## config.mk

```make
export PLATFORM = sky130hd
export DESIGN_NAME = ipd_window
export DESIGN_NICKNAME = d
export VERILOG_FILES = /design/src/rtl/ipd_pkg.sv /design/src/rtl/ipd_window.sv
export SDC_FILE = /design/constraint.sdc
export NUM_CORES = 1
export LEC_CHECK = 0
export BUFFER_PORTS_ARGS = -buffer_cell sky130_fd_sc_hd__buf_2
export CAP_MARGIN = 20
export CORE_UTILIZATION = 50
export DETAILED_ROUTE_END_ITERATION = 6
export GPL_TIMING_DRIVEN = 0
export HOLD_SLACK_MARGIN = 0.05
export PLACE_DENSITY = 0.67
export SLEW_MARGIN = 40
export SYNTH_ARGS = -nofsm -noshare
export SYNTH_HDL_FRONTEND = slang
export SYNTH_SLANG_ARGS = --single-unit
export TNS_END_PERCENT = 10
```

## constraint.sdc

```tcl
create_clock -name clk_i -period 15.55 [get_ports clk_i]
set_input_delay 0 -clock clk_i [delete_from_list [all_inputs] [get_ports clk_i]]
set_output_delay 0 -clock clk_i [all_outputs]
set_load 0.01 [all_outputs]
```

## src/rtl/ipd_pkg.sv

```systemverilog
// Package for the 3x3 isolated pixel detector: widths, register indexes, command codes,
// request structs and the per-item step record shared by all modules.
// No dependencies.
package ipd_pkg;

  localparam int unsigned DIM_W         = 11;
  localparam int unsigned ROW_W         = 12;
  localparam int unsigned PIXEL_BITS    = 24;
  localparam int unsigned TOL_W         = 24;
  localparam int unsigned CMP_W         = (PIXEL_BITS > TOL_W) ? PIXEL_BITS : TOL_W;
  localparam int unsigned CFG_IDX_W     = 2;
  localparam int unsigned CFG_DATA_W    = 24;
  localparam int unsigned MAX_WIDTH_DEF = 1024;

  localparam logic [CFG_IDX_W-1:0] REG_FRAME_WIDTH  = 2'd0;
  localparam logic [CFG_IDX_W-1:0] REG_FRAME_HEIGHT = 2'd1;
  localparam logic [CFG_IDX_W-1:0] REG_TOLERANCE    = 2'd2;

  localparam logic CMD_PIXEL = 1'b0;
  localparam logic CMD_FLUSH = 1'b1;

  localparam logic [DIM_W-1:0] FRAME_WIDTH_RST  = 11'd1024;
  localparam logic [DIM_W-1:0] FRAME_HEIGHT_RST = 11'd1024;
  localparam logic [TOL_W-1:0] TOLERANCE_RST    = 24'd0;

  typedef struct packed {
    logic                  command;
    logic [PIXEL_BITS-1:0] pixel;
  } in_req_t;

  typedef struct packed {
    logic                  decided;
    logic                  isolated;
    logic [DIM_W-1:0]      column;
    logic [DIM_W-1:0]      row;
    logic [PIXEL_BITS-1:0] colour;
  } out_req_t;

  typedef struct packed {
    logic             act;
    logic             have;
    logic             drain;
    logic             top_ok;
    logic             bot_ok;
    logic             left_ok;
    logic             right_ok;
    logic [DIM_W-1:0] column;
    logic [DIM_W-1:0] row;
  } step_t;

endpackage

```

## src/rtl/ipd_window.sv

```systemverilog
// 3x3 pixel window and the eight neighbor comparisons against tolerance.
// Judges the window as it stands after the current shift.
// Depends on ipd_pkg.
module ipd_window (
  input  logic                           clk_i,
  input  logic                           rst_ni,
  input  logic                           shift_i,
  input  logic [ipd_pkg::PIXEL_BITS-1:0] upper_i,
  input  logic [ipd_pkg::PIXEL_BITS-1:0] middle_i,
  input  logic [ipd_pkg::PIXEL_BITS-1:0] bottom_i,
  input  ipd_pkg::step_t                 step_i,
  input  logic [ipd_pkg::TOL_W-1:0]      tolerance_i,
  output logic                           isolated_o,
  output logic [ipd_pkg::PIXEL_BITS-1:0] centre_o
);

  localparam int unsigned PB = ipd_pkg::PIXEL_BITS;
  localparam int unsigned CMPW = ipd_pkg::CMP_W;

  // index col*3+row, col 0 is leftmost
  logic [PB-1:0] win_q [9];
  logic [PB-1:0] view  [9];

  always_comb begin
    logic            inside_ok;
    logic [CMPW-1:0] a, b, diff;
    for (int k = 0; k < 6; k++) begin
      view[k] = win_q[k+3];
    end
    view[6] = upper_i;
    view[7] = middle_i;
    view[8] = bottom_i;

    isolated_o = 1'b1;
    a = CMPW'(view[4]);
    for (int dx = 0; dx < 3; dx++) begin
      for (int dy = 0; dy < 3; dy++) begin
        inside_ok = !(dx == 1 && dy == 1) &&
                    (dx != 0 || step_i.left_ok) && (dx != 2 || step_i.right_ok) &&
                    (dy != 0 || step_i.top_ok) && (dy != 2 || step_i.bot_ok);
        b    = CMPW'(view[dx*3+dy]);
        diff = (a > b) ? a - b : b - a;
        if (inside_ok && !(diff > CMPW'(tolerance_i))) begin
          isolated_o = 1'b0;
        end
      end
    end
    centre_o = view[4];
  end

  always_ff @(posedge clk_i or negedge rst_ni) begin
    if (!rst_ni) begin
      for (int k = 0; k < 9; k++) begin
        win_q[k] <= '0;
      end
    end else if (shift_i) begin
      for (int k = 0; k < 9; k++) begin
        win_q[k] <= view[k];
      end
    end
  end

endmodule

```

==> results of run 1 <==
## metrics by stage
step	hold slack (ns)	cells	setup slack [ns]	utilization	instance area (µm²)
after global placement	0.242	4563	7.10	0.537	29700
after global routing	0.107	4672	6.74	0.564	31200
after floorplan	-0.296	3689	10.01	-	28100
after CTS	0.0608	4672	7.39	0.564	31200
final	0.0729	4673	6.97	0.564	31200
after detailed placement	-0.0935	4567	7.95	0.539	29800
## cell families after synthesis
| group | share of synthesized area |
|---|---|
| xor gates and xnor gates | 0.0523 |
| adders and majority gates | 0.264 |
| AOI/OAI and AO/OA | 0.280 |
| buffers and inverters | 0.0788 |
| muxes | 0.0375 |
| DFF | 0.128 |
| and+or+nand+nor | 0.159 |
## power by group
part	switching, µW	internal [µW]
Sequential	86.4	413
Clock	193	261
Combinational	1260	882
## routing by layer
layer  part of all wire  up-vias  global-route usage
met5            0.00012        -                   0
met4              0.037        2               0.143
met3               0.13      170              0.0960
met2               0.40     1505               0.538
met1               0.44    13558               0.550
li1                   -    13675                   -
## state kept, by name, indices dropped and copies added (netlist names)
name	cells
centre_o	24
view	120
## critical path, delay by kind of cell, from the launching register on
family | cells | cell delay (ns)
buffers and inverters | 6 | 2.44
AND/OR/NAND/NOR | 8 | 2.13
XOR/XNOR | 1 | 0.18
AO/OA/AOI/OAI | 9 | 1.62
adder cells (fa/ha/maj) | 2 | 0.94
flip-flops | 1 | 0.79
## final cells by class
type,instances,share of cell area
clock buffers,19,0.0145
well taps,748,0.0300
diodes,1,0.0000803
plain buffers,189,0.0319
flip-flops and latches,144,0.116
clock inverters,12,0.00510
multi-input cells,3029,0.715
repair buffers,204,0.0471
inverters,327,0.0394
## cell usage in the layout (no fill, tap or decap), drive strengths merged, types with 30 or more instances in the layout
master and instances:
clkbuf 129, dfrtp 144, mux2i 75, nor3 49
inv 323, ha 568, o21ai 324, xnor2 94
nor2b 55, nand4 94, xor2 74, a31oi 34
nand2 349, a21o 176, nand2b 30, nand3 52
a21oi 376, a211oi 33, dlygate4sd3 73, o21bai 53
nor2 183, buf 209, o21a 36
## path summary, 6_finish.rpt
check	end	from	slack [ns]
worst max-delay path	isolated_o	centre_o[9]$_DFFE_PN0P_	6.97
worst min-delay path	view[78]$_DFFE_PN0P_	rst_ni	0.07
worst max register to register	centre_o[9]$_DFFE_PN0P_	centre_o[9]$_DFFE_PN0P_	13.31
worst min register to register	view[167]$_DFFE_PN0P_	view[95]$_DFFE_PN0P_	0.49
max in group asynchronous	centre_o[17]$_DFFE_PN0P_	rst_ni	14.86
min in group clk_i	centre_o[7]$_DFFE_PN0P_	middle_i[7]	0.32
## what timing repair did
item,in CTS,in global routing
resized for setup,0,0
hold endpoints to repair,170,0
hold buffers,74,0
endpoints found under the setup margin,0,0
==> summary.txt, run 1 <==
Worst setup path
  – Slowest CP cell: clkinv_1
  – Setup CP Type: flop to output pin
  – Most frequent cell on the critical path: buf_2
  – Peak fanout along the critical path: 11
  – CP Capture Type: output pin
  – CP max stage delay: 0.93 ns
  – CP Data Required Time: 15.55 ns
  – WP data arrival: 8.58 ns
  – R2R cell count: 2
  – Crit path launch type: flop

Timing
  – Fmax: 117 MHz
  – Final hold violation count: 0
  – Period Utilization, post-route: 0.552
  – RSZ-0062 raised after global routing: false
  – Least-Margin Pin Slew: 0.965 ns
  – Final Skew: 0.00723 ns
  – Setup TNS: 0 ns
  – Rel. slew slack: 0.356
  – Setup Viol. Count Final: 0
  – Fin crit period: 8.58 ns
  – Max Slew Vio Count: 0

Logic synthesis
  – Synth top area cells: ha_1, dfrtp_1, a21oi_1, o21ai_0, nand2_1
  – Avg Inst Size Synth: 7.62 µm²
  – Post-synthesis cell type count: 95
  – Syn nets: 4401
  – Most frequent cell after synthesis: ha_1
  – Mapped Area: 0.0281 mm²
  – Commonest cells in the netlist: ha_1, a21oi_1, nand2_1
  – Sequential share of the synthesized area: 0.128
  – Most used flip-flop cell after synthesis: dfrtp_1
  – Post-synth top area share: 0.253
  – Post-synth EDFFs: 0
  – Cells after Synth: 3689
  – #FFs+latches synth: 144
  – Warning count from the yosys run: 0
  – Cell taking the most area after synthesis: ha_1
  – Post-synthesis async set-or-reset flop share: 1.00

Flow run
  – Max Cap Viol: 0

Clocking
  – CTS H-tree lvls: 4
  – Post-CTS setup repair buffer count: 0
  – Worst-path clk slew: 0.07 ns
  – CTS tree: yes
  – CTS Buffer Depth: 2
  – TritonCTS buffer count: 17
  – TritonCTS sink count: 144
  – Clock root cell: clkbuf_16
  – Clk_lat worst skew: 0.47 ns

Detailed routing
  – DRC: 0
  – Final wirelength: 110000 µm
  – Post-DR wirelength/cell: 23.6 µm
  – Pre-antenna DRT Iters: 6
  – Via Count: 28910
  – Post-DRT Antenna Nets: 0
  – Drt via density: 6.19
  – Initial DRC count: 3120

Cells and area
  – # nets final: 4624
  – Area grow syn2layout: 10.9%
  – Area occupied by multi-input gates: 0.0223 mm²
  – Fillers: 5457
  – Share of cells above drive strength 1: 0.0910
  – FF/Latch Area: 0.00363 mm²

Floorplan
  – Die Wd: 239 µm
  – Core Area: 0.0553 mm²
  – Die height: 239 µm
  – Starting Density: 0.508
  – I/O Pins: 153
  – Die footprint: 0.0572 mm²
  – Floorplan row count: 86

Global routing
  – Largest net degree at the start of global routing: 59
  – Tot GR Track Use: 0.381
  – Initial antenna violation count: 1
  – Vias in the first global route: 26349
  – First-pass GRT wire length: 162000 µm
  – Grt ovf: 0

Placement
  – Dpl hpwl: 81600 µm
  – GP Congestion: 0.980
  – Port-buffer cells: 126

Worst hold path
  – Worst Hold Class: primary input to asynchronous set/reset pin

Power
  – Leakage power: 0.0154 µW
  – Max VDD drop: 0.0834 mV
  – P per Cell Area: 99.4 mW/mm²
  – Power, Total: 3100 µW

Outcome
  – Run status: finished clean
(Power assumes the default switching activity.)
==> run 2, diff against run 1 <==
--- a/config.mk
+++ b/config.mk
@@ -5,6 +5,7 @@
 export SDC_FILE = /design/constraint.sdc
 export NUM_CORES = 1
 export LEC_CHECK = 0
+export ABC_AREA = 1
 export BUFFER_PORTS_ARGS = -buffer_cell sky130_fd_sc_hd__buf_2
 export CAP_MARGIN = 20
 export CORE_UTILIZATION = 50
==> constraint.sdc (replaced) <==
create_clock -name clk_i -period 8.6 [get_ports clk_i]
set_input_delay 0 -clock clk_i [delete_from_list [all_inputs] [get_ports clk_i]]
set_output_delay 0 -clock clk_i [all_outputs]
set_load 0.01 [all_outputs]
==> summary.txt, run 2 <==
Detailed routing
  – Post-DR wirelength/cell: 23.2 µm
  – Drt via density: 5.66
  – Pre-antenna DRT Iters: 6
  – Via Count: 38355
  – Final wirelength: 157000 µm
  – Post-DRT Antenna Nets: 0
  – Initial DRC count: 4191
  – DRC: 0

Floorplan
  – Starting Density: 0.508
  – Die Wd: 264 µm
  – Die height: 264 µm
  – Floorplan row count: 95
  – Die footprint: 0.0697 mm²
  – I/O Pins: 153
  – Core Area: 0.0675 mm²

Logic synthesis
  – Post-synthesis cell type count: 56
  – Post-synth EDFFs: 0
  – #FFs+latches synth: 144
  – Cells after Synth: 5660
  – Sequential share of the synthesized area: 0.105
  – Warning count from the yosys run: 0
  – Syn nets: 6372
  – Most used flip-flop cell after synthesis: dfrtp_1
  – Mapped Area: 0.0343 mm²
  – Post-synth top area share: 0.207
  – Post-synthesis async set-or-reset flop share: 1.00
  – Synth top area cells: ha_1, nand2_1, dfrtp_1, inv_1, a21oi_1
  – Avg Inst Size Synth: 6.06 µm²
  – Most frequent cell after synthesis: nand2_1
  – Commonest cells in the netlist: nand2_1, inv_1, ha_1
  – Cell taking the most area after synthesis: ha_1

Timing
  – Fin crit period: 6.95 ns
  – Setup TNS: 0 ns
  – Setup ws final: 1.65 ns
  – Final hold violation count: 0
  – Max Slew Vio Count: 0
  – Final Skew: 0.00729 ns
  – WHS: 0.0967 ns
  – RSZ-0062 raised after global routing: false
  – Fmax: 144 MHz
  – Rel. slew slack: 0.319
  – Setup Viol. Count Final: 0
  – Period Utilization, post-route: 0.808
  – Least-Margin Pin Slew: 1.02 ns

Clocking
  – Clk_lat worst skew: 0.49 ns
  – TritonCTS sink count: 144
  – CTS H-tree lvls: 4
  – CTS tree: yes
  – Post-CTS setup repair buffer count: 0
  – Worst-path clk slew: 0.07 ns
  – TritonCTS buffer count: 17
  – Clock root cell: clkbuf_16
  – CTS Buffer Depth: 2

Power
  – Leakage power: 0.0207 µW
  – Max VDD drop: 0.175 mV
  – P per Cell Area: 175 mW/mm²
  – Power, Total: 6580 µW

Worst setup path
  – Crit path launch type: flop
  – CP max stage delay: 0.76 ns
  – WP data arrival: 6.95 ns
  – Setup CP Type: flop to output pin
  – CP Capture Type: output pin
  – CP Data Required Time: 8.60 ns
  – Peak fanout along the critical path: 11
  – Most frequent cell on the critical path: nand2_1
  – Slowest CP cell: nor2_1

Cells and area
  – Leading cell type in the layout, fill and taps excluded: nand2_1
  – Fillers: 7229
  – Fin util: 0.555
  – Number of flip-flops under the largest register name: 120
  – Highest-count cells in the layout ignoring fill and taps: nand2_1, inv_1, ha_1, a21oi_1, nor2_1
  – Area grow syn2layout: 9.30%
  – Share of cells above drive strength 1: 0.0826
  – # nets final: 6594

Outcome
  – Run status: finished clean

Global routing
  – Initial antenna violation count: 7
  – Vias in the first global route: 35800
  – Grt ovf: 0
  – First-pass GRT wire length: 226000 µm
  – Largest net degree at the start of global routing: 59
  – Tot GR Track Use: 0.441

Flow run
  – Max Cap Viol: 0

Placement
  – Port-buffer cells: 126
  – GP Congestion: 1.07
  – Placement Setup Slack: 2.58 ns
  – Dpl hpwl: 122000 µm

Worst hold path
  – Worst Hold Class: primary input to asynchronous set/reset pin
[run 2: cell types whose count changed after synthesis, sizes merged, moves of 133 or more]
cell / previous run / this run
a21oi: 376 / 531
a21o: 176 / 34
nor2: 183 / 424
nand3: 52 / 185
inv: 327 / 852
xor2: 74 / 271
nand2: 349 / 1733
[run 2: worst paths after layout]
| check | slack [ns] | cells after the start | from | to |
|---|---|---|---|---|
| max in group asynchronous | 8.16 | 3 | rst_ni | centre_o[15]$_DFFE_PN0P_ |
| setup reg to reg | 6.78 | 2 | centre_o[0]$_DFFE_PN0P_ | centre_o[0]$_DFFE_PN0P_ |
| setup / recovery | 1.65 | 26 | centre_o[0]$_DFFE_PN0P_ | isolated_o |
| min in group clk_i | 0.24 | 3 | shift_i | view[177]$_DFFE_PN0P_ |
| hold / removal | 0.1 | 3 | rst_ni | view[170]$_DFFE_PN0P_ |
| hold reg to reg | 0.49 | 2 | view[95]$_DFFE_PN0P_ | view[167]$_DFFE_PN0P_ |
[run 2: cell families after synthesis]
family,after synthesis,share of synthesized area
buffers and inverters,1007,0.123
DFF,144,0.105
AOI/OAI and AO/OA,1167,0.186
adders and majority gates,584,0.217
xor gates and xnor gates,305,0.0779
and+or+nand+nor,2453,0.291
[run 2: where the power goes]
part	switching, µW	internal, µW
clock network	356	413
registers	172	746
logic	3210	1680
[run 2: layout make-up]
cell class,instances,area [µm²],area share
well taps,873,1090,0.0291
flip-flops and latches,144,3640,0.0970
plain buffers,154,1000,0.0268
repair buffers,203,1470,0.0391
clock inverters,14,144,0.00384
diodes,4,10.0,0.000267
multi-input cells,4509,26500,0.706
clock buffers,18,439,0.0117
inverters,853,3220,0.0860
[run 2: worst max-delay path, delay by kind of cell (launching register included)]
| family | cells | cell delay, ns |
|---|---|---|
| and+or+nand+nor | 13 | 2.53 |
| buffers and inverters | 6 | 1.39 |
| adders and majority gates | 3 | 1.07 |
| AOI/OAI and AO/OA | 4 | 0.73 |
| DFF | 1 | 0.69 |
[run 2: layer usage]
metal | up-vias | track usage | part of all wire
met5 | - | 0 | 0.000089
met1 | 17547 | 0.568 | 0.41
li1 | 18542 | - | -
met2 | 1845 | 0.659 | 0.41
met4 | 2 | 0.287 | 0.073
met3 | 419 | 0.101 | 0.10
[run 2: through the flow]
step	area, µm²	cells
after floorplan	34300	5660
after global placement	36000	6659
after detailed placement	36100	6662
after CTS	37500	6768
after global routing	37500	6769
final	37500	6772
[run 2: repair_timing]
action | in CTS | in global routing
hold buffers | 74 | 0
endpoints found under the setup margin | 0 | 0
endpoints found under the hold margin | 216 | 0
gates resized for setup | 0 | 0
