--- config.mk ---
export PLATFORM = sky130hd
export DESIGN_NAME = ipd_ctrl
export DESIGN_NICKNAME = d
export VERILOG_FILES = /design/src/rtl/ipd_pkg.sv /design/src/rtl/ipd_ctrl.sv
export SDC_FILE = /design/constraint.sdc
export NUM_CORES = 1
export LEC_CHECK = 0
export ABC_AREA = 0
export ABC_CLOCK_PERIOD_IN_PS = 7800
export BUFFER_PORTS_ARGS = -buffer_cell sky130_fd_sc_hd__buf_2
export CORE_ASPECT_RATIO = 1.5
export CORE_MARGIN = 3
export CORE_UTILIZATION = 55
export CTS_CLUSTER_DIAMETER = 80
export DETAILED_ROUTE_END_ITERATION = 16
export PLACE_DENSITY = 0.75
export RECOVER_POWER = 50
export SLEW_MARGIN = 20
export SYNTH_ARGS = -nofsm -noshare
export SYNTH_HDL_FRONTEND = slang
export SYNTH_SLANG_ARGS = --single-unit
--- constraint.sdc ---
create_clock -name clk_i -period 7.8 [get_ports clk_i]
set_clock_uncertainty 0.2 [all_clocks]
set_input_delay 1.17 -clock clk_i [delete_from_list [all_inputs] [get_ports clk_i]]
set_output_delay 1.17 -clock clk_i [all_outputs]
set_load 0.03 [all_outputs]
--- src/rtl/ipd_pkg.sv ---
// Package for the 3x3 isolated pixel detector: widths, register indexes, command codes,
// request structs and the per-item step record shared by all modules.
// No dependencies.
package ipd_pkg;

  localparam int unsigned DIM_W         = 11;
  localparam int unsigned ROW_W         = 12;
  localparam int unsigned PIXEL_BITS    = 24;
  localparam int unsigned TOL_W         = 24;
  localparam int unsigned CMP_W         = (PIXEL_BITS > TOL_W) ? PIXEL_BITS : TOL_W;
  localparam int unsigned CFG_IDX_W     = 2;
  localparam int unsigned CFG_DATA_W    = 24;
  localparam int unsigned MAX_WIDTH_DEF = 1024;

  localparam logic [CFG_IDX_W-1:0] REG_FRAME_WIDTH  = 2'd0;
  localparam logic [CFG_IDX_W-1:0] REG_FRAME_HEIGHT = 2'd1;
  localparam logic [CFG_IDX_W-1:0] REG_TOLERANCE    = 2'd2;

  localparam logic CMD_PIXEL = 1'b0;
  localparam logic CMD_FLUSH = 1'b1;

  localparam logic [DIM_W-1:0] FRAME_WIDTH_RST  = 11'd1024;
  localparam logic [DIM_W-1:0] FRAME_HEIGHT_RST = 11'd1024;
  localparam logic [TOL_W-1:0] TOLERANCE_RST    = 24'd0;

  typedef struct packed {
    logic                  command;
    logic [PIXEL_BITS-1:0] pixel;
  } in_req_t;

  typedef struct packed {
    logic                  decided;
    logic                  isolated;
    logic [DIM_W-1:0]      column;
    logic [DIM_W-1:0]      row;
    logic [PIXEL_BITS-1:0] colour;
  } out_req_t;

  typedef struct packed {
    logic             act;
    logic             have;
    logic             drain;
    logic             top_ok;
    logic             bot_ok;
    logic             left_ok;
    logic             right_ok;
    logic [DIM_W-1:0] column;
    logic [DIM_W-1:0] row;
  } step_t;

endpackage

--- src/rtl/ipd_ctrl.sv ---
// Position counters and decision bookkeeping for the isolated pixel detector.
// Produces the line store address and the step record of each accepted request.
// Depends on ipd_pkg.
module ipd_ctrl #(
  parameter int unsigned MAX_WIDTH = ipd_pkg::MAX_WIDTH_DEF
) (
  input  logic                            clk_i,
  input  logic                            rst_ni,
  input  logic                            accept_i,
  input  logic                            cmd_i,
  input  logic [ipd_pkg::DIM_W-1:0]       frame_width_i,
  input  logic [ipd_pkg::DIM_W-1:0]       frame_height_i,
  output logic [$clog2(MAX_WIDTH)-1:0]    addr_o,
  output ipd_pkg::step_t                  step_o
);

  localparam int unsigned AW = $clog2(MAX_WIDTH);
  localparam int unsigned CW = $clog2(MAX_WIDTH + 1);
  localparam int unsigned DW = ipd_pkg::DIM_W;
  localparam int unsigned XW = (CW > DW) ? CW : DW;
  localparam int unsigned RW = ipd_pkg::ROW_W;

  logic [AW-1:0] col_q, col_d;
  logic [RW-1:0] row_q, row_d;
  logic [DW-1:0] fc_q, fc_d;

  logic [XW-1:0] fw_x, w, nc;
  logic [XW:0]   w_inc;
  logic [DW-1:0] h, fc_inc;
  logic [AW-1:0] ic, dc;
  logic [RW-1:0] ir, dr;
  logic          wrap, drain, ignore, col_end, have0;

  always_comb begin
    fw_x = XW'(frame_width_i);
    if (frame_width_i == '0) begin
      w = XW'(1);
    end else if (fw_x > XW'(MAX_WIDTH)) begin
      w = XW'(MAX_WIDTH);
    end else begin
      w = fw_x;
    end
    h = (frame_height_i == '0) ? DW'(1) : frame_height_i;

    // column left beyond a narrowed width wraps to the next row
    wrap    = XW'(col_q) >= w;
    ic      = wrap ? '0 : col_q;
    ir      = wrap ? row_q + RW'(1) : row_q;
    drain   = ir >= RW'(h);
    ignore  = (cmd_i == ipd_pkg::CMD_FLUSH) && !drain;
    nc      = XW'(ic) + XW'(1);
    col_end = nc >= w;
    fc_inc  = fc_q + DW'(1);
    w_inc   = {1'b0, w} + (XW+1)'(1);

    col_d = col_q;
    row_d = row_q;
    fc_d  = fc_q;
    if (accept_i) begin
      if (ignore) begin
        col_d = ic;
        row_d = ir;
      end else begin
        col_d = col_end ? '0 : AW'(nc);
        row_d = col_end ? ir + RW'(1) : ir;
        if (drain) begin
          if ((XW+1)'(fc_inc) >= w_inc) begin
            col_d = '0;
            row_d = '0;
            fc_d  = '0;
          end else begin
            fc_d = fc_inc;
          end
        end
      end
    end

    // column 0 closes out the last pixel of the row two above
    if (ic != '0) begin
      have0 = ir >= RW'(1);
      dr    = ir - RW'(1);
      dc    = ic - AW'(1);
    end else begin
      have0 = ir >= RW'(2);
      dr    = ir - RW'(2);
      dc    = AW'(w - XW'(1));
    end

    addr_o          = ic;
    step_o.act      = !ignore;
    step_o.drain    = drain;
    step_o.have     = !ignore && have0 && (dr < RW'(h));
    step_o.top_ok   = dr != '0;
    step_o.bot_ok   = ({1'b0, dr} + (RW+1)'(1)) < (RW+1)'(h);
    step_o.left_ok  = dc != '0;
    step_o.right_ok = (XW'(dc) + XW'(1)) < w;
    step_o.column   = DW'(XW'(dc) + XW'(1));
    step_o.row      = DW'(dr + RW'(1));
  end

  always_ff @(posedge clk_i or negedge rst_ni) begin
    if (!rst_ni) begin
      col_q <= '0;
      row_q <= '0;
      fc_q  <= '0;
    end else begin
      col_q <= col_d;
      row_q <= row_d;
      fc_q  <= fc_d;
    end
  end

endmodule

==> summary.md, run 1 <==
| Metric | Value |
|---|---|
| CP max-delay cell | `or4_4` |
| Ports | `65` |
| Failing checks | `capacitance limit, slew limit, setup timing` |
| Clock Latency Late Sink | `0.28 ns` |
| Detailed Place HPWL | `between 15000 and 20000 um` |
| Max Cap Viol | `1` |
| Ys async rst share | `1.00` |
| Fin crit share | `1.09` |
| GRT busiest layer | `met2` |
| Post-DRT Antenna Nets | `0` |
| H-tree depth | `2` |
| GPL Wtd Cong | `approximately 1.0` |
| Post-Syn Area | `between 0.005 and 0.006 mm2` |
| Total power draw | `~3300 uW` |
| Antenna cell count | `0` |
| Die area | `between 0.01 and 0.015 mm2` |
| Root buf cell | `clkbuf_16` |
| Hold Vio Cnt, Final | `0` |
| Mapped Nets | `832` |
| TritonCTS Buffers | `5` |
| Initial antenna violation count | `0` |
| FF+latch count, synth | `33` |
| Sequential share of the synthesized area | `0.143` |
| Setup Crit Path Kind | `primary input to primary output` |
| Vias in the first global route | `about 6600` |
| Tmin final | `approximately 8.5 ns` |
| Rel. slew slack | `-0.296` |
| Largest cells by area after synthesis | `ha_1 (20%), dfrtp_1 (14%), xnor2_1 (6.7%), nand2_1 (4.7%), inv_1 (4.0%)` |
| Cells after Synth | `slightly above 700` |
| Crit path max fanout | `4` |
| CTS tree | `built` |
| GRT overflow | `0` |
| Worst vdd ir | `~0.4 mV` |
| Met1 Resource Use GR | `0.349` |
| Bufs on Longest Clock Path | `2` |
| # hold bufs at CTS | `0` |
| Final count of pins violating max slew | `34` |
| Vias | `~6300` |
| Pleak | `approximately 0.0038 uW` |
| Critical path arrival | `7.13 ns` |
| Final setup viols | `4` |
| First-pass GRT wire length | `~33000 um` |
| Hold Path Class | `register to register` |
| Number of flops mapped to enable cells by yosys | `0` |
| Pre-CTS setup slack | `-0.671 ns` |
| I/O Buffers | `64` |
| Total clock sinks | `33` |
| Starting Density | `0.567` |
| Gr usage total | `0.362` |
| Core area | `a little over 0.01 mm2` |
| Drt first pass iters | `7` |
| Die extent in x | `around 90 um` |
| Setup WS post-layout | `-0.701 ns` |
| CP max stage delay | `between 0.5 and 0.6 ns` |
| Overall routed net length | `roughly 21000 um` |
| Top delay family on crit path | `simple AND/OR/NAND/NOR gates` |
| Status | `complete, but fails checks` |
| Drc violations | `0` |
| CP Capture Type | `primary output` |
| Actual slew at the worst max-slew pin | `just under 2 ns` |
| Pin count of the biggest net entering global routing | `34` |
| Cell taking the most area after synthesis | `ha_1` |
| Yosys warnings | `0` |
| Area growth from synthesis to layout | `37.2%` |
| CP bufs+invs | `3` |
| Ys flop type | `dfrtp_1` |
| Die height | `about 130 um` |
| Yosys cell types | `82` |
| Share of cells above drive strength 1 | `0.334` |
| DRT iter0 DRCs | `around 270` |
| Pwr dens | `around 420 mW/mm2` |
| Unrepaired setup endpoints after global routing | `yes` |
| Worst-path clk slew | `0.05 ns` |
| Grt met2 use | `0.610` |
| Routed len/inst | `about 20 um` |
| WP data required | `roughly 6.4 ns` |
| Mapped Avg Cell Area | `just over 8 um2` |
| Cell row count | `45` |
| Post-route setup TNS | `-1.56 ns` |
| Vias per cell | `between 6 and 7` |
| Top cell type's share of synthesized area | `0.195` |
| # nets final | `between 1000 and 1500` |
| Startpoint Class | `primary input` |
| Max Freq | `between 0.1 and 0.15 GHz` |
| Met3 usage | `0.107` |
-- synthesized netlist by cell type, types with 6 or more instances --
| library cell | number |
|---|---|
| xnor2_2 | 6 |
| o21ai_0 | 27 |
| and3_1 | 9 |
| xnor2_1 | 44 |
| nand2_1 | 73 |
| ha_1 | 90 |
| inv_1 | 61 |
| nand4_1 | 10 |
| nor4_1 | 9 |
| nor2b_1 | 7 |
| a22o_1 | 9 |
| o21a_1 | 11 |
| a21oi_1 | 23 |
| dfrtp_1 | 33 |
| a211oi_1 | 8 |
| nor2_1 | 48 |
| o22ai_1 | 12 |
| nand3_1 | 32 |
| nor3_1 | 12 |
| clkbuf_1 | 10 |
| a21o_1 | 23 |
| nand2b_1 | 15 |
| xor2_1 | 24 |
-- registers in the layout, summed over array words and instances, names as in the netlist --
register  cells
row_q        12
fc_q         11
col_q        10
-- kinds of logic after synthesis --
logic type / after synthesis / share of synthesized area
mux: 6 / 0.0134
xor+xnor: 76 / 0.128
simple gates: 263 / 0.246
fa+ha+maj: 90 / 0.195
compound gates: 164 / 0.213
flops: 33 / 0.143
buf+inv: 84 / 0.0624
-- worst reg2reg max path: cells and delay by family, from the launching register on --
family	cells	cell delay, ns
AND/OR/NAND/NOR	8	1.95
AO/OA/AOI/OAI	7	1.49
adder cells (fa/ha/maj)	3	0.90
buffers and inverters	6	0.84
flip-flops	1	0.46
XOR/XNOR	2	0.33
-- power breakdown --
group / internal (uW) / leakage, uW / switching [uW]
Sequential: 212 / 0.000425 / 85.4
Clock: 151 / 0.0000800 / 76.8
Combinational: 1200 / 0.00329 / 1600
-- stage by stage --
stage | utilization | instances | instance area, um2 | hold WS (ns)
final | 0.777 | 1043 | 7920 | 0.296
after CTS | 0.757 | 1037 | 7710 | 0.296
after global placement | 0.715 | 1017 | 7290 | 0.275
after floorplan | - | 716 | 6050 | 0.259
after detailed placement | 0.715 | 1017 | 7290 | 0.286
after global routing | 0.777 | 1043 | 7920 | 0.328
-- placed cells by master, fill, tap and decap left out, types with 5 or more instances in the layout --
cell type and count:
nor2_1 42, o21ai_1 10, buf_4 125, dfrtp_1 33, nor3_1 10, a21oi_1 19
nor4_1 8, buf_2 42, o22ai_1 12, xnor2_2 12, nand2b_1 15, buf_6 17
o21ai_0 19, inv_1 60, and2_1 5, nor2_2 6, ha_1 81, ha_4 8
or2_2 5, o21a_1 9, nor2b_1 6, o211ai_1 5, a22o_1 9, xor2_1 17
a211oi_1 7, nand2_1 68, nand4_1 10, xor2_2 6, a21o_1 23, clkbuf_16 5
xnor2_1 37, and3_1 8, nand3_1 32, clkbuf_1 14
-- worst paths after layout --
path | slack (ns) | to | from | cells past startpoint
hold / removal | 0.30 | fc_q[10] | fc_q[10] | 2
min in group asynchronous | 1.23 | col_q[9] | rst_ni | 1
max in group asynchronous | 5.03 | fc_q[10] | rst_ni | 1
setup reg to reg | 1.54 | row_q[9] | col_q[9] | 26
hold reg to reg | 0.30 | fc_q[10] | fc_q[10] | 2
setup / recovery | -0.70 | step_o[24] | frame_width_i[7] | 29
-- what timing repair did --
item                       in CTS  in global routing
pin swaps                      29                 28
setup buffers                  13                  6
gates resized for setup        31                 43
setup endpoints to repair       4                  5
-- area by class of cell --
cell class                 instances  area, um2
tap                              141        176
inverter                          64        243
clock inverter                     3       46.3
multi-input combinational        599       5110
clock buffer                       5        125
timing repair buffer             198       1390
fill                             751       2270
sequential                        33        826
-- routing by layer --
layer	vias to the layer above	part of all wire
met1	2975	0.33
met3	117	0.062
li1	2934	-
met5	-	0
met4	0	0.092
met2	268	0.51
Note: power is estimated with default switching activity, not from simulation.
==> run 2, diff against run 1 <==
CORE_UTILIZATION = 50   (was 55)
CTS_BUF_LIST = sky130_fd_sc_hd__clkbuf_4 sky130_fd_sc_hd__clkbuf_8   (was default)
PLACE_DENSITY = 0.69   (was 0.75)
==> run 2 against run 1 <==
Net effect:
- setup slack better by 0.25 ns
- clock power fell by 44%
- the run still ends with capacitance limit, slew limit, setup timing left
- non-clock buffer count grew 1
- register-to-register slack better by 0.26 ns
- core utilization shrank 7.6 points
- largest power group unchanged
- critical endpoint unchanged
==> summary.md, run 2 (same netlist as run 1, synthesis figures left out) <==
| Metric | Value |
|---|---|
| Status | `complete, but fails checks` |
| Failing checks | `capacitance limit, slew limit, setup timing` |
| DRT iter0 DRCs | `197` |
| Register Area | `a little over 800 um2` |
| WP data required | `roughly 6.4 ns` |
| R2r endpoint | `col_q[4]` |
| CTS tree | `built` |
| Core area | `roughly 0.011 mm2` |
| Detailed Place HPWL | `roughly 16000 um` |
| CP max-delay cell | `or4_4` |
| CP Capture Point | `step_o[24]` |
| Overall routed net length | `19100 um` |
| Routed len/inst | `about 18 um` |
| Layout Cells excl Fill | `1050` |
| First-pass GRT wire length | `30200 um` |
| Vias | `6168` |
| Final setup viols | `2` |
| Rel. slew slack | `-0.192` |
| H-tree depth | `2` |
| Top delay family on crit path | `simple AND/OR/NAND/NOR gates` |
| Internal Pwr Total | `~1400 uW` |
| Worst vdd ir | `about 0.44 mV` |
| Multi-input gate area | `around 0.005 mm2` |
| GPL Wtd Cong | `approximately 0.96` |
| CP max stage delay | `about 0.54 ns` |
| Critical path origin | `frame_width_i[7]` |
| TritonCTS Buffers | `5` |
| Total power draw | `approximately 3100 uW` |
| Ports | `65` |
| Post-place instance area | `roughly 0.0073 mm2` |
| Critical path arrival | `around 6.9 ns` |
| # nets final | `between 1000 and 1500` |
| Vias in the first global route | `~6400` |
| Net switching power | `~1700 uW` |
| Share of cells above drive strength 1 | `0.333` |
| Die extent in x | `between 90 and 100 um` |
| Filler Cell Count | `927` |
| Pleak | `0.00376 uW` |
| Setup Crit Path Kind | `primary input to primary output` |
| FF-to-FF path depth | `25` |
| Post-DRT Antenna Nets | `0` |
| Startpoint Class | `primary input` |
| Die height | `between 100 and 150 um` |
| Drt first pass iters | `5` |
| Clock power frac | `0.041` |
| R2R setup slack | `1.80 ns` |
| Max Cap Viol | `1` |
| Sequential Power Share | `0.095` |
| GRT overflow | `0` |
| Actual slew at the worst max-slew pin | `1.79 ns` |
| Largest reg by FF count | `row_q` |
| Worst-path clk slew | `about 0.070 ns` |
| Bufs on Longest Clock Path | `2` |
| Cells after DPL | `~1000` |
| Total clock sinks | `33` |
| Crit path max fanout | `3` |
| CP bufs+invs | `4` |
| Unrepaired setup endpoints after global routing | `yes` |
| Hold Vio Cnt, Final | `0` |
| Most common cell after layout, fill and taps aside | `buf_4` |
| Largest register FFs | `12` |
| Final count of pins violating max slew | `34` |
| Switching part of the total power | `0.541` |
| Top Registers | `row_q: 12 flops, fc_q: 11 flops, col_q: 10 flops` |
| Pre-CTS setup slack | `-0.727 ns` |
| Antenna cell count | `0` |
| Starting Density | `0.517` |
| Logic pwr share | `0.864` |
| Tmin final | `8.25 ns` |
| Post-route setup TNS | `-0.501 ns` |
| Reg-to-Reg Start | `col_q[9]` |
| I/O Buffers | `64` |
| Commonest non-fill, non-tap cells in the layout | `buf_4 (130), ha_1 (79), nand2_1 (67), inv_1 (60), buf_2 (43)` |
| Pin count of the biggest net entering global routing | `34` |
| Initial antenna violation count | `0` |
| Pwr dens | `about 400 mW/mm2` |
| Root buf cell | `clkbuf_8` |
| Area growth from synthesis to layout | `35.7%` |
| Vias per cell | `between 5 and 6` |
| CP Capture Type | `primary output` |
| Fin area | `around 0.0078 mm2` |
| Clock Latency Late Sink | `between 0.2 and 0.3 ns` |
| Drc violations | `0` |
| Hold Path Class | `register to register` |
| Fin crit share | `1.06` |
| Cell count along the critical path | `30` |
| Gr usage total | `0.297` |
| Max Freq | `roughly 0.12 GHz` |
| Cell row count | `47` |
| Die area | `0.0129 mm2` |
| Setup WS post-layout | `-0.447 ns` |
[run 2: cell count changes in the layout (fill, tap and decap cells not counted), moves of 4 or more]
cell	delta
o21ai_1	-4
buf_4	+5
clkbuf_8	+5
buf_6	-6
clkbuf_16	-5
[run 2: stage by stage]
stage	hold WS, ns	utilization
global placement	0.273	0.652
detailed placement	0.295	0.652
CTS	0.314	0.690
finish	0.311	0.701
floorplan	0.259	-
global route	0.360	0.701
[run 2: final cells by class]
class / instances / share of cell area
clock buffer: 5 / 0.00878
clock inverter: 3 / 0.00224
inverter: 64 / 0.0307
multi-input combinational: 599 / 0.654
sequential: 33 / 0.105
tap: 147 / 0.0235
timing repair buffer: 199 / 0.175
[run 2: how the worst min path moves through the flow]
stage | from | end | slack, ns | cells after the start
finish | fc_q[8] | fc_q[8] | 0.31 | 2
global route | fc_q[8] | fc_q[8] | 0.36 | 2
CTS | fc_q[8] | fc_q[8] | 0.31 | 2
detailed placement | fc_q[8] | fc_q[8] | 0.30 | 2
global placement | fc_q[10] | fc_q[10] | 0.27 | 2
floorplan | fc_q[10] | fc_q[10] | 0.26 | 2
[run 2: power by group through the flow]
| stage | combinational [uW] | clock [uW] | sequential (uW) |
|---|---|---|---|
| 3_3_place_gp | 2430 | 0 | 292 |
| 6_report | 2680 | 127 | 295 |
| 2_1_floorplan | 1790 | 0 | 268 |
| 4_1_cts | 2650 | 129 | 292 |
| 3_5_place_dp | 2520 | 0 | 294 |
| 5_1_grt | 2910 | 139 | 301 |
[run 2: layer usage]
layer	vias up	wire length, um	GRT usage	part of all wire
met1	2936	6680	0.287	0.35
li1	2938	-	-	-
met5	-	0	0	0
met4	0	1470	0.204	0.077
met2	206	10400	0.583	0.55
met3	88	496	0.0186	0.026
[run 2: timing repair]
| action | 4_1_cts | 5_1_grt |
|---|---|---|
| hold buffers | 0 | 0 |
| pin swaps | 35 | 21 |
| endpoints found under the setup margin | 3 | 3 |
| gates cloned | 0 | 0 |
| setup buffers | 17 | 6 |
| resized for setup | 46 | 18 |
[run 2: worst reg2reg max path: stages, from the launching register on]
cell and delay (ns):
dfrtp_1 0.45, ha_1 0.36, o21bai_1 0.41, o221ai_2 0.18, buf_4 0.17, o21ai_4 0.20, nand2_2 0.11, buf_4 0.15
buf_4 0.15, inv_1 0.12, ha_1 0.32, nand3_1 0.23, nor2_1 0.23, nand3_1 0.21, xnor2_1 0.25, ha_1 0.28
a21o_1 0.18, a21oi_1 0.18, nor3b_1 0.24, o211a_1 0.24, nor2_1 0.11, a21oi_1 0.15, buf_4 0.17, nand3_1 0.11
or4_1 0.43, o221ai_1 0.08
==> run 3, diff against run 2 <==
CORE_UTILIZATION = 56   (was 50)
PLACE_DENSITY = 0.76   (was 0.69)
==> run 3 against run 2 <==
Net effect:
- the flow still finishes with violations (capacitance limit, slew limit, setup timing)
- count of clock-buffer cells in the layout is the same
- largest power group unchanged
- first-iteration DRC count grew 45%
- worst hold slack lost 0.016 ns
- wire length grew 5.7%
- critical path depth is the same
==> summary.md, run 3 (same netlist as run 1, synthesis figures left out) <==
| Metric | Value |
|---|---|
| Worst vdd ir | `around 0.43 mV` |
| TritonCTS Buffers | `5` |
| Die extent in x | `between 80 and 90 um` |
| Tmin final | `~8.3 ns` |
| Die height | `130 um` |
| Drt first pass iters | `6` |
| Setup WS post-layout | `-0.515 ns` |
| Area growth from synthesis to layout | `33.2%` |
| Clock Latency Late Sink | `around 0.30 ns` |
| Vias in the first global route | `between 6000 and 7000` |
| Unrepaired setup endpoints after global routing | `yes` |
| Post-DRT Antenna Nets | `0` |
| Max Freq | `0.120 GHz` |
| Internal Pwr Total | `1480 uW` |
| Startpoint Class | `primary input` |
| Largest reg by FF count | `row_q` |
| H-tree depth | `2` |
| Sequential Power Share | `0.091` |
| Fin crit share | `1.07` |
| Largest register FFs | `12` |
| Filler Cell Count | `~730` |
| Core area | `just under 0.01 mm2` |
| Ports | `65` |
| Actual slew at the worst max-slew pin | `1.92 ns` |
| Critical path arrival | `a little under 7 ns` |
| Pin count of the biggest net entering global routing | `34` |
| Failing checks | `capacitance limit, slew limit, setup timing` |
| Switching part of the total power | `0.540` |
| Cell row count | `44` |
| Hold Path Class | `register to register` |
| Vias | `~6300` |
| Vias per cell | `6.23` |
| Drc violations | `0` |
| Bufs on Longest Clock Path | `2` |
| Hold Vio Cnt, Final | `0` |
| Hold Path Cell Cnt | `2` |
| CP max-delay cell | `or4_4` |
| Pleak | `between 0.003 and 0.004 uW` |
| GPL Wtd Cong | `just under 1` |
| Gr usage total | `0.361` |
| Post-route setup TNS | `-0.750 ns` |
| WP data required | `6.43 ns` |
| CP max stage delay | `between 0.6 and 0.7 ns` |
| CTS tree | `built` |
| Most common cell after layout, fill and taps aside | `buf_4` |
| Pwr dens | `~420 mW/mm2` |
| First-pass GRT wire length | `about 33000 um` |
| Net switching power | `1740 uW` |
| Starting Density | `0.586` |
| # nets final | `approximately 1000` |
| Die area | `0.0116 mm2` |
| GRT overflow | `0` |
| Final count of pins violating max slew | `34` |
| Logic pwr share | `0.856` |
| Rel. slew slack | `-0.278` |
| Max Cap Viol | `1` |
| CP Capture Type | `primary output` |
| Share of cells above drive strength 1 | `0.327` |
| Clock power frac | `0.053` |
| Layout Cells excl Fill | `1009` |
| Final setup viols | `3` |
| Initial antenna violation count | `1` |
| Detailed Place HPWL | `around 16000 um` |
| Total clock sinks | `33` |
| Crit path max fanout | `4` |
| DRT iter0 DRCs | `between 200 and 300` |
| Worst-path clk slew | `approximately 0.070 ns` |
| Commonest non-fill, non-tap cells in the layout | `buf_4 (124), ha_1 (82), nand2_1 (66), inv_1 (60), buf_2 (46)` |
| Status | `complete, but fails checks` |
| Antenna cell count | `0` |
| # hold bufs at CTS | `0` |
| Top Registers | `row_q: 12 flops, fc_q: 11 flops, col_q: 10 flops` |
| FF-to-FF path depth | `25` |
| Overall routed net length | `slightly above 20000 um` |
| Root buf cell | `clkbuf_8` |
| I/O Buffers | `64` |
| Setup Crit Path Kind | `primary input to primary output` |
| Cells after DPL | `987` |
| Routed len/inst | `20.0 um` |
[run 3: area by class of cell]
type,count,area [um2],share of cell area
clock buffers,5,68.8,0.00894
flip-flops and latches,33,826,0.107
repair buffers,190,1290,0.168
inverters,64,243,0.0315
clock inverters,3,46.3,0.00602
well taps,115,144,0.0187
multi-input cells,599,5080,0.660
[run 3: worst paths after layout]
path	startpoint	endpoint	slack (ns)
max in group asynchronous	rst_ni	fc_q[4]	5.09
worst min register to register	fc_q[10]	fc_q[10]	0.30
worst min-delay path	fc_q[10]	fc_q[10]	0.30
min in group asynchronous	rst_ni	col_q[3]	1.19
worst max register to register	col_q[9]	col_q[4]	1.67
worst max-delay path	frame_width_i[7]	step_o[24]	-0.52
[run 3: timing repair]
action	CTS	global route
cloned	0	0
pin swaps	32	17
buffers inserted	10	7
resized for setup	33	24
endpoints found under the setup margin	3	4
[run 3: power groups by stage]
stage,combinational (uW),sequential (uW),clock [uW]
detailed placement,2530,292,0
floorplan,1790,268,0
CTS,2660,291,169
global route,2990,299,177
global placement,2440,292,0
finish,2760,294,169
[run 3: per-stage QoR]
| step | hold WS [ns] | area [um2] | util | setup WS (ns) | power, uW |
|---|---|---|---|---|---|
| 3_3_place_gp | 0.273 | 7230 | 0.733 | -0.422 | 2730 |
| 5_1_grt | 0.347 | 7690 | 0.781 | -0.717 | 3460 |
| 2_1_floorplan | 0.259 | 6050 | - | -0.539 | 2060 |
| 3_5_place_dp | 0.285 | 7230 | 0.733 | -0.615 | 2820 |
| 6_report | 0.295 | 7690 | 0.781 | -0.515 | 3220 |
| 4_1_cts | 0.301 | 7570 | 0.768 | -0.380 | 3120 |
[run 3: layer usage]
layer,share of wire,vias to the layer above,track usage,wire length (um)
met1,0.34,2947,0.349,6790
met4,0.081,2,0.258,1640
li1,-,2929,-,-
met2,0.52,285,0.646,10500
met5,0.00064,-,0,13
met3,0.059,128,0.0897,1200
[run 3: worst max-delay path: cells and delay by family]
kind | cells | cell delay [ns]
AND/OR/NAND/NOR | 8 | 1.82
multiplexers | 1 | 0.16
buffers and inverters | 4 | 0.57
adder cells (fa/ha/maj) | 3 | 0.67
XOR/XNOR | 3 | 0.48
AO/OA/AOI/OAI | 11 | 2.07
